==> src/sv/lfu_pkg.sv <==
`timescale 1ns / 1ps
// ----------------------------------------------------------------------------
// lfu_pkg: shared types and constants of the LFU cache table
// Holds the operation codes, the configuration register map and the
// structs that carry lookup and victim results between the modules.
// ----------------------------------------------------------------------------
package lfu_pkg;

  // Widest slot index over the supported table sizes (up to 64 records).
  localparam int LFU_IDX_MAX_W = 6;

  // Configuration register map.
  localparam int PADDR_WIDTH = 3;
  localparam int PDATA_WIDTH = 32;
  localparam int CFG_WIDTH   = 5;
  localparam logic [CFG_WIDTH-1:0] CAP_RESET = 5'd16;
  localparam logic REG_ACTIVE_ENTRIES = 1'b0;

  // Request operation codes.
  typedef enum logic {
    FUNC_GET = 1'b0,
    FUNC_SET = 1'b1
  } lfu_func_t;

  // Result of the parallel key compare and free slot search.
  typedef struct packed {
    logic                     hit;
    logic [LFU_IDX_MAX_W-1:0] hit_idx;
    logic                     free_found;
    logic [LFU_IDX_MAX_W-1:0] free_idx;
  } lfu_match_t;

  // Result of the replacement victim search.
  typedef struct packed {
    logic                     found;
    logic [LFU_IDX_MAX_W-1:0] idx;
  } lfu_victim_t;

endpackage

==> src/sv/lfu_match.sv <==
`timescale 1ns / 1ps
// ----------------------------------------------------------------------------
// lfu_match: parallel key lookup
// Compares the request key against every valid slot and finds the
// lowest-numbered free slot, both in one pass.
// ----------------------------------------------------------------------------
module lfu_match import lfu_pkg::*; #(
  parameter int ENTRIES   = 16,
  parameter int KEY_WIDTH = 8
) (
  input  logic                 slot_valid [ENTRIES],
  input  logic [KEY_WIDTH-1:0] slot_key   [ENTRIES],
  input  logic [KEY_WIDTH-1:0] key,
  output lfu_match_t           match
);

  // Walk from the top slot down so that the lowest index wins.
  always_comb begin
    match = '0;
    for (int i = ENTRIES - 1; i >= 0; i--) begin
      if (slot_valid[i] && (slot_key[i] == key)) begin
        match.hit     = 1'b1;
        match.hit_idx = LFU_IDX_MAX_W'(i);
      end
      if (!slot_valid[i]) begin
        match.free_found = 1'b1;
        match.free_idx   = LFU_IDX_MAX_W'(i);
      end
    end
  end

endmodule

==> src/sv/lfu_victim.sv <==
`timescale 1ns / 1ps
// ----------------------------------------------------------------------------
// lfu_victim: replacement victim search
// A compare tree over all slots picks the valid record with the lowest
// use count, and among equal counts the oldest (highest recency rank).
// ----------------------------------------------------------------------------
module lfu_victim import lfu_pkg::*; #(
  parameter int ENTRIES     = 16,
  parameter int COUNT_WIDTH = 16
) (
  input  logic                   slot_valid [ENTRIES],
  input  logic [COUNT_WIDTH-1:0] use_count  [ENTRIES],
  input  logic [(ENTRIES > 1 ? $clog2(ENTRIES) : 1)-1:0] rank [ENTRIES],
  output lfu_victim_t            victim
);

  localparam int IDX_W  = (ENTRIES > 1) ? $clog2(ENTRIES) : 1;
  localparam int LEAVES = 1 << IDX_W;
  localparam int NODES  = 2 * LEAVES;

  logic                     nd_valid [NODES];
  logic [COUNT_WIDTH-1:0]   nd_cnt   [NODES];
  logic [IDX_W-1:0]         nd_rank  [NODES];
  logic [LFU_IDX_MAX_W-1:0] nd_idx   [NODES];
  logic                     take_b;

  // Leaves at LEAVES..NODES-1, node n combines children 2n and 2n+1.
  always_comb begin
    take_b = 1'b0;
    for (int n = 0; n < NODES; n++) begin
      nd_valid[n] = 1'b0;
      nd_cnt[n]   = '0;
      nd_rank[n]  = '0;
      nd_idx[n]   = '0;
    end
    for (int i = 0; i < ENTRIES; i++) begin
      nd_valid[LEAVES + i] = slot_valid[i];
      nd_cnt[LEAVES + i]   = use_count[i];
      nd_rank[LEAVES + i]  = rank[i];
      nd_idx[LEAVES + i]   = LFU_IDX_MAX_W'(i);
    end
    for (int n = LEAVES - 1; n >= 1; n--) begin
      take_b = nd_valid[2*n+1] &&
               (!nd_valid[2*n] ||
                (nd_cnt[2*n+1] < nd_cnt[2*n]) ||
                ((nd_cnt[2*n+1] == nd_cnt[2*n]) && (nd_rank[2*n+1] > nd_rank[2*n])));
      if (take_b) begin
        nd_valid[n] = nd_valid[2*n+1];
        nd_cnt[n]   = nd_cnt[2*n+1];
        nd_rank[n]  = nd_rank[2*n+1];
        nd_idx[n]   = nd_idx[2*n+1];
      end else begin
        nd_valid[n] = nd_valid[2*n];
        nd_cnt[n]   = nd_cnt[2*n];
        nd_rank[n]  = nd_rank[2*n];
        nd_idx[n]   = nd_idx[2*n];
      end
    end
  end

  assign victim.found = nd_valid[1];
  assign victim.idx   = nd_idx[1];

endmodule

==> src/sv/lfu_cache_table.sv <==
`timescale 1ns / 1ps
// ----------------------------------------------------------------------------
// lfu_cache_table: key-value table with LFU replacement and LRU tie break
// Each request is a get or a set of one key. Hits bump a saturating use
// count and make the record most recent; a set miss fills a free slot or
// evicts the least used, oldest record and reports its key.
//
//   Channel  Direction  Handshake                          Moves
//   in_      input      in_valid / in_ready                func, key, value
//   out_     output     out_valid / out_ready              hit, read_value,
//                                                          evicted, evicted_key
//   cfg      input      psel / penable / pwrite / pready   active_entries
//
// A request is registered on acceptance, then looked up and applied when the
// result register can take it; its result is registered at the same edge
// that updates the table. One request per cycle is sustained while the result
// channel does not stall. The lookup, victim compare tree and recency update
// are combinational between the input register and the result register.
// A stalled result holds the pipeline; the input register refills as soon
// as the result register is taken. Reset (rst_n, synchronous) empties the
// table and sets active_entries to 16; no clearing pass is needed.
// ----------------------------------------------------------------------------
module lfu_cache_table import lfu_pkg::*; #(
  parameter int ENTRIES     = 16,
  parameter int KEY_WIDTH   = 8,
  parameter int VALUE_WIDTH = 32,
  parameter int COUNT_WIDTH = 16
) (
  input  logic                          clk,
  input  logic                          rst_n,
  // Request channel
  input  logic                          in_valid,
  output logic                          in_ready,
  input  logic                          in_func,
  input  logic [KEY_WIDTH-1:0]          in_key,
  input  logic signed [VALUE_WIDTH-1:0] in_value,
  // Result channel
  output logic                          out_valid,
  input  logic                          out_ready,
  output logic                          out_hit,
  output logic signed [VALUE_WIDTH-1:0] out_read_value,
  output logic                          out_evicted,
  output logic [KEY_WIDTH-1:0]          out_evicted_key,
  // Configuration port
  input  logic                          psel,
  input  logic                          penable,
  input  logic                          pwrite,
  input  logic [PADDR_WIDTH-1:0]        paddr,
  input  logic [PDATA_WIDTH-1:0]        pwdata,
  output logic [PDATA_WIDTH-1:0]        prdata,
  output logic                          pready
);

  localparam int IDX_W  = (ENTRIES > 1) ? $clog2(ENTRIES) : 1;
  localparam int FILL_W = $clog2(ENTRIES + 1);
  localparam int CAP_W  = (FILL_W > CFG_WIDTH) ? FILL_W : CFG_WIDTH;

  // Configuration register
  logic [CFG_WIDTH-1:0] active_entries_r;

  // Table state
  logic                   slot_valid_r [ENTRIES];
  logic [KEY_WIDTH-1:0]   slot_key_r   [ENTRIES];
  logic [VALUE_WIDTH-1:0] slot_value_r [ENTRIES];
  logic [COUNT_WIDTH-1:0] use_count_r  [ENTRIES];
  logic [IDX_W-1:0]       rank_r       [ENTRIES];
  logic [IDX_W-1:0]       rank_nxt     [ENTRIES];
  logic [FILL_W-1:0]      filled_r;

  // Input register
  logic                   s1_valid_r;
  lfu_func_t              s1_func_r;
  logic [KEY_WIDTH-1:0]   s1_key_r;
  logic [VALUE_WIDTH-1:0] s1_value_r;

  // Result register
  logic                   out_valid_r;
  logic                   out_hit_r;
  logic [VALUE_WIDTH-1:0] out_read_value_r;
  logic                   out_evicted_r;
  logic [KEY_WIDTH-1:0]   out_evicted_key_r;

  lfu_match_t  match;
  lfu_victim_t victim;

  logic             adv;
  logic             proc;
  logic [CAP_W-1:0] cap_raw;
  logic [CAP_W-1:0] cap;
  logic             full;
  logic             do_hit;
  logic             do_evict;
  logic             do_fill;
  logic             upd;
  logic [IDX_W-1:0] hit_idx;
  logic [IDX_W-1:0] vict_idx;
  logic [IDX_W-1:0] free_idx;
  logic [IDX_W-1:0] tgt;
  logic [IDX_W-1:0] tgt_rank;
  logic [COUNT_WIDTH-1:0] count_nxt;

  // Handshakes
  assign adv      = !out_valid_r || out_ready;
  assign proc     = s1_valid_r && adv;
  assign in_ready = !s1_valid_r || adv;

  // Configuration port: always ready, one register at index zero.
  assign pready = 1'b1;

  always_comb begin
    if (paddr[2] == REG_ACTIVE_ENTRIES) begin
      prdata = PDATA_WIDTH'(active_entries_r);
    end else begin
      prdata = '0;
    end
  end

  always_ff @(posedge clk) begin
    if (!rst_n) begin
      active_entries_r <= CAP_RESET;
    end else if (psel && penable && pwrite && pready && (paddr[2] == REG_ACTIVE_ENTRIES)) begin
      active_entries_r <= pwdata[CFG_WIDTH-1:0];
    end
  end

  // Input register
  always_ff @(posedge clk) begin
    if (!rst_n) begin
      s1_valid_r <= 1'b0;
    end else if (in_ready) begin
      s1_valid_r <= in_valid;
    end
  end

  always_ff @(posedge clk) begin
    if (in_valid && in_ready) begin
      s1_func_r  <= lfu_func_t'(in_func);
      s1_key_r   <= in_key;
      s1_value_r <= in_value;
    end
  end

  // Lookup and victim search
  lfu_match #(
    .ENTRIES   (ENTRIES),
    .KEY_WIDTH (KEY_WIDTH)
  ) u_match (
    .slot_valid (slot_valid_r),
    .slot_key   (slot_key_r),
    .key        (s1_key_r),
    .match      (match)
  );

  lfu_victim #(
    .ENTRIES     (ENTRIES),
    .COUNT_WIDTH (COUNT_WIDTH)
  ) u_victim (
    .slot_valid (slot_valid_r),
    .use_count  (use_count_r),
    .rank       (rank_r),
    .victim     (victim)
  );

  // Effective capacity: zero acts as one, anything above the table size is clamped.
  assign cap_raw = CAP_W'(active_entries_r);

  always_comb begin
    if (cap_raw == '0) begin
      cap = CAP_W'(1);
    end else if (cap_raw > CAP_W'(ENTRIES)) begin
      cap = CAP_W'(ENTRIES);
    end else begin
      cap = cap_raw;
    end
  end

  assign full = (CAP_W'(filled_r) >= cap);

  // Decide what the request does to the table.
  assign hit_idx  = match.hit_idx[IDX_W-1:0];
  assign vict_idx = victim.idx[IDX_W-1:0];
  assign free_idx = match.free_idx[IDX_W-1:0];

  assign do_hit   = match.hit;
  assign do_evict = !match.hit && (s1_func_r == FUNC_SET) && full && victim.found;
  assign do_fill  = !match.hit && (s1_func_r == FUNC_SET) && !full && match.free_found;
  assign upd      = proc && (do_hit || do_evict || do_fill);

  always_comb begin
    if (do_hit) begin
      tgt = hit_idx;
    end else if (do_evict) begin
      tgt = vict_idx;
    end else begin
      tgt = free_idx;
    end
  end

  assign tgt_rank = rank_r[tgt];

  // Hits bump the count up to saturation; new records start at one.
  always_comb begin
    if (do_hit) begin
      count_nxt = (use_count_r[tgt] == '1) ? use_count_r[tgt] :
                  use_count_r[tgt] + COUNT_WIDTH'(1);
    end else begin
      count_nxt = COUNT_WIDTH'(1);
    end
  end

  // Recency: the target becomes rank zero; valid records more recent than
  // it age by one. A fresh fill ages every valid record.
  always_comb begin
    for (int i = 0; i < ENTRIES; i++) begin
      if (IDX_W'(i) == tgt) begin
        rank_nxt[i] = '0;
      end else if (slot_valid_r[i] && (do_fill || (rank_r[i] < tgt_rank))) begin
        rank_nxt[i] = rank_r[i] + IDX_W'(1);
      end else begin
        rank_nxt[i] = rank_r[i];
      end
    end
  end

  // Table update: valid bits and fill count are control state.
  always_ff @(posedge clk) begin
    if (!rst_n) begin
      filled_r <= '0;
      for (int i = 0; i < ENTRIES; i++) begin
        slot_valid_r[i] <= 1'b0;
      end
    end else if (upd && do_fill) begin
      filled_r          <= filled_r + FILL_W'(1);
      slot_valid_r[tgt] <= 1'b1;
    end
  end

  always_ff @(posedge clk) begin
    if (upd) begin
      use_count_r[tgt] <= count_nxt;
      for (int i = 0; i < ENTRIES; i++) begin
        rank_r[i] <= rank_nxt[i];
      end
      if (!do_hit) begin
        slot_key_r[tgt] <= s1_key_r;
      end
      if (s1_func_r == FUNC_SET) begin
        slot_value_r[tgt] <= s1_value_r;
      end
    end
  end

  // Result register
  always_ff @(posedge clk) begin
    if (!rst_n) begin
      out_valid_r <= 1'b0;
    end else if (proc) begin
      out_valid_r <= 1'b1;
    end else if (out_ready) begin
      out_valid_r <= 1'b0;
    end
  end

  always_ff @(posedge clk) begin
    if (proc) begin
      out_hit_r         <= do_hit;
      out_read_value_r  <= (do_hit && (s1_func_r == FUNC_GET)) ? slot_value_r[hit_idx] : '0;
      out_evicted_r     <= do_evict;
      out_evicted_key_r <= do_evict ? slot_key_r[vict_idx] : '0;
    end
  end

  assign out_valid       = out_valid_r;
  assign out_hit         = out_hit_r;
  assign out_read_value  = out_read_value_r;
  assign out_evicted     = out_evicted_r;
  assign out_evicted_key = out_evicted_key_r;

endmodule

==> config.mk <==
export PLATFORM = sky130hd
export DESIGN_NAME = lfu_cache_table
export DESIGN_NICKNAME = d
export VERILOG_FILES = /design/src/sv/lfu_pkg.sv /design/src/sv/lfu_match.sv /design/src/sv/lfu_victim.sv /design/src/sv/lfu_cache_table.sv
export SDC_FILE = /design/constraint.sdc
export NUM_CORES = 2
export LEC_CHECK = 0
export ABC_AREA = 1
export BUFFER_PORTS_ARGS = -buffer_cell sky130_fd_sc_hd__clkbuf_2
export CAP_MARGIN = 25
export CORE_MARGIN = 5
export CORE_UTILIZATION = 45
export DETAILED_ROUTE_END_ITERATION = 8
export PLACE_DENSITY = 0.6
export SYNTH_ARGS = -nofsm -noshare
export SYNTH_HDL_FRONTEND = slang
export SYNTH_HIERARCHICAL = 1
export SYNTH_SLANG_ARGS = --single-unit
==> constraint.sdc <==
create_clock -name clk -period 11.7 [get_ports clk]
set_clock_uncertainty 0.1 [all_clocks]
set_input_delay 0 -clock clk [delete_from_list [all_inputs] [get_ports clk]]
set_output_delay 0 -clock clk [all_outputs]
set_load 0.02 [all_outputs]
# After elaboration in Yosys (flattened, before gate mapping)
# Memories as Yosys holds them, arrays and structs flattened. A register that Yosys moved wholly into a read port is not among the register bits.
# Index checks and enable logic that the tools add are counted.
[word_totals]
regBits = 527
mem_bits_rw = 512
inputBits = 83
out_inout_bits = 77
mem_count = 1
[memory_table]
columns = ["memory", "depth", "width", "read_ports", "rd_ports_with_merged_regs", "wr", "line", "text"]
rows = [
  ["slot_value_r", 16, 32, 1, 1, 1, "lfu_cache_table.sv:64", "logic [VALUE_WIDTH-1:0] slot_value_r [ENTRIES];"],
]
[classes]
n_addsub = 18
magnitude_cmp = 51
n_eq_ne = 47
n_mux = 135
n_bitwise = 6
n_reduce_logical = 182
[op_table]
columns = ["operator", "count"]
rows = [
  ["two-way mux 16 bit", 19],
  ["bitwise mux 256 bit", 1],
  ["== test 16 bit", 15],
  ["less-than comparator 16 bit", 15],
  ["two-way mux 7 bit", 32],
  ["two-way mux 4 bit", 35],
  ["bitwise mux 128 bit", 1],
  ["== test 8 bit", 16],
  ["logical AND 1 bit", 76],
  ["adder 4 x 1 -> 4 bit, second input constant", 16],
  ["binary-select mux 16 bit (select 4 bit)", 1],
  ["demux 16 bit (select 4 bit)", 1],
  ["less-than comparator 4 bit", 16],
  ["greater-than comparator 4 bit", 15],
  ["logical OR 1 bit", 50],
  ["AND reduction 2 bit", 17],
  ["nonzero test 2 bit", 17],
  ["binary-select mux 8 bit (select 4 bit)", 1],
  ["demux 8 bit (select 4 bit)", 1],
  ["== test 4 bit, first input constant", 8],
  ["two-way mux 1 bit", 29],
  ["two-way mux 8 bit", 3],
  ["logical NOT 1 bit", 20],
  ["adder 16 x 1 -> 16 bit, second input constant", 1],
  ["other kinds (19)", 33],
]

# Logic depth before layout (Yosys ltp)
[logic_depth]
word_depth = 33
depth_mapped = 81
depth_no_buf = 76

# Modules after synthesis
# The synthesis kept the hierarchy.
[by_module_without_submodules]
columns = ["mod", "n_inst", "cells_per_inst", "area_each_um2", "seq_area_each_um2"]
rows = [
  ["lfu_cache_table", 1, 4010, 45907.8, 31880.6],
  ["lfu_victim", 1, 2255, 12395.6, 0.0],
  ["lfu_match", 1, 438, 2413.6, 0.0],
]

# Worst setup path before layout
# No wires, ideal clock.
[synth_path]
path_type = "flip-flop to flip-flop"
start = "reg rank_r[11] (netlist name)"
end = "mem slot_value_r[10][0] (enable)"
setup_time_ps = 421
t_arrival_ps = 8541
path_slack_ps = 2638
path_stages_with_launch = 57
synth_period_minus_slack_ps = 9062
path_cell_list = "edfxtp_1 > ha_1 > nand2_1 > inv_2 > nand2_1 > nand2_1 > nand2_1 > nor2_1 > nor2_2 > nand2_1 > nand2_2 > buf_2 > nand2_1 > and2_1 > ha_1 > nand2_1 > nor2_1 > nand2_1 > (+21 left out) > nor4_1 > inv_1 > nor2_1 > a21oi_1 > nand2_1 > nand2_1 > inv_1 > buf_4 > clkbuf_2 > clkinv_1 > o211ai_1 > nand2_1 > nor2_2 > clkbuf_1 > inv_1 > nor2_1 > nand2_1 > nor2_1"
[synth_rtl]
columns = ["element", "line", "text"]
rows = [
  ["start: declaration", "lfu_cache_table.sv:66", "logic [IDX_W-1:0] rank_r [ENTRIES];"],
  ["start signal: indexed assignment", "lfu_cache_table.sv:242", "rank_r[i] <= rank_nxt[i];"],
  ["end: declaration", "lfu_cache_table.sv:64", ""],
]

==> run metrics <==
core area=roughly 0.13 mm^2; # rows=134; Die X=377 um; vias post-DR=between 40000 and 50000; WL final=185 mm; total track usage=between 20% and 30%; # clock sinks=1071; maximum clock path buffer count=3; Critical Path End Type=flip-flop; Crit path top cell by count=nand2_1; DR vias/cell=5.53; drt drc=0; met2 wire len=84.4 mm; Initial DRC Count=5075; met3 wire len=13.0 mm; H-tree depth=3; worst-margin pin slew=1.12 ns; fmax=90.1 MHz; TritonCTS clock tree=done; Worst-path clk slew=0.06 ns; first-pass GRT wire length=between 200 and 300 mm; number of global-route vias before repair=between 40000 and 50000; Leak=28.9 nW; FF-to-FF setup slack=0.60 ns; worst slack, placed=0.424 ns; Clock Latency Late Sink=0.76 ns; Root Buffer=clkbuf_16; Worst Hold Class=in -> reg; Reg power frac=52.2%; largest net degree at the start of global routing=257; hold-critical path depth=4; Mapped Cells=6695; final std cells w/o fill=a little under 9000; Max stage delay cell, worst path=edfxtp_1; CTS Buf Count=approximately 110; Setup Viol. Count Final=0; min Tclk post-route=11.10 ns; P_sw=1.79 mW; Placed Instances=8459; Setup TNS=0 ns; Worst EP arrival=11.44 ns; Final nets=7369; Final Hold Fails=0; crit path kind=reg -> reg; Final Max Slew Viols=0; wire per inst=21.0 um; Slew HR=25.4%; fin crit share=a little over nine tenths; startpoint types=flip-flop; combinational share of power=3.6%; Initial DRT Pass Iterations=6; Post-DRT Antenna Nets=0; result of the run=complete, no violations; Cell Area, Synth=0.0607 mm^2; Layout area overhead=13.0%; post-DP HPWL=approximately 120 mm; highest routed layer=met4; reg2reg path depth=63; switch share=between 20 and 25%; wire length on met1=roughly 80 mm; Placer Congestion=0.942; Die ar.=~0.14 mm^2; warnings from Yosys=6; DIE HEIGHT=~380 um; port bufs=102; Int Power=6.35 mW; Max FO, Critical Path=40; share of cells above drive strength 1=under 10%; top-level I/O count=160; crit-path max cell delay=0.43 ns; PnR worst setup slack=0.598 ns; Data required, critical path=12.03 ns; Starting Density=45.3%; Overflow after GRT=0; part of the power in the clock network=between 40% and 50%; pwr dens=~120 mW/mm^2; Peak VDD IR=0.000158 V; n_diodes=0; Synth Area per Inst=around 9.1 um^2; antenna violations before repair=0; RSZ-0062 raised after global routing=false; max cap viols=0
## worst max-delay path, delay by kind of cell, from the launching register on
kind,cells,cell delay [ns]
simple gates,39,4.72
buf+inv,11,2.31
fa+ha+maj,5,1.59
compound gates,8,1.59
flops,1,0.43
## layout make-up
| class | count | area (um^2) |
|---|---|---|
| clock buffer | 139 | 2940 |
| tap | 1768 | 2210 |
| clock inverter | 73 | 747 |
| inverter | 788 | 2990 |
| sequential | 1071 | 31900 |
| fill | 12261 | 65200 |
| multi-input combinational | 4538 | 24600 |
| timing repair inverter | 1 | 7.51 |
| timing repair buffer | 402 | 3250 |
## worst paths after layout
path                         endpoint                        from
min reg2reg  filled_r[4]$_SDFFE_PN0P_    filled_r[4]$_SDFFE_PN0P_
max          rank_r[14]$_SDFFCE_PN0P_  use_count_r[109]$_DFFE_PP_
min          filled_r[3]$_SDFFE_PN0P_                       rst_n
max reg2reg  rank_r[14]$_SDFFCE_PN0P_  use_count_r[109]$_DFFE_PP_
## cells in the final DEF (no fill, tap or decap), types with 102 or more instances in the layout
cell           instances
edfxtp_1            1043
clkbuf_2             102
ha_1                 371
a21oi_1              210
o21ai_0              381
buf_4                176
clkbuf_16            113
nand2_1             1664
nand3_1              455
dlygate4sd3_1        105
nor2_1               677
inv_1                755
## per-layer routing
| layer | track usage [%] | vias to the layer above |
|---|---|---|
| li1 | - | 23053 |
| met1 | 35.4 | 23333 |
| met2 | 40.7 | 1841 |
| met3 | 3.02 | 320 |
| met4 | 9.64 | 0 |
| met5 | 0 | - |
## stage by stage
step / power, mW / utilization [%] / hold WS (ns) / area [um^2]
final: 8.14 / 51.3 / 0.104 / 68600
after global routing: 8.40 / 51.3 / 0.101 / 68600
after CTS: 8.20 / 51.2 / 0.0263 / 68400
after detailed placement: 4.59 / 47.6 / 0.0786 / 63700
after global placement: 4.59 / 47.6 / 0.0763 / 63700
after floorplan: 4.50 / - / -0.0202 / 60800
## timing repair
action / 4_1_cts / 5_1_grt
setup buffers: 0 / 3
gates resized for setup: 0 / 28
endpoints found under the hold margin: 69 / 0
hold buffers: 105 / 0
setup endpoints to repair: 0 / 999
## sequential cells by signal, indices dropped and copies added, names as in the netlist
| name | flops |
|---|---|
| slot_value_r | 512 |
| use_count_r | 256 |
| slot_key_r | 128 |
| rank_r | 64 |
| out_read_value | 32 |
| s1_value_r | 32 |
| slot_valid_r | 16 |
| out_evicted_key | 8 |
| s1_key_r | 8 |
| active_entries_r | 5 |
| filled_r | 5 |
| out_evicted | 1 |
| out_hit | 1 |
| out_valid | 1 |
| s1_func_r | 1 |
| s1_valid_r | 1 |
## power groups by stage
stage               sequential [mW]  clock (mW)  combinational, mW
detailed placement             4.33           0              0.264
global route                   4.25        3.82              0.324
finish                         4.25        3.59              0.294
global placement               4.33           0              0.261
floorplan                      4.33           0              0.174
CTS                            4.25        3.66              0.291
(Power assumes the default switching activity.)
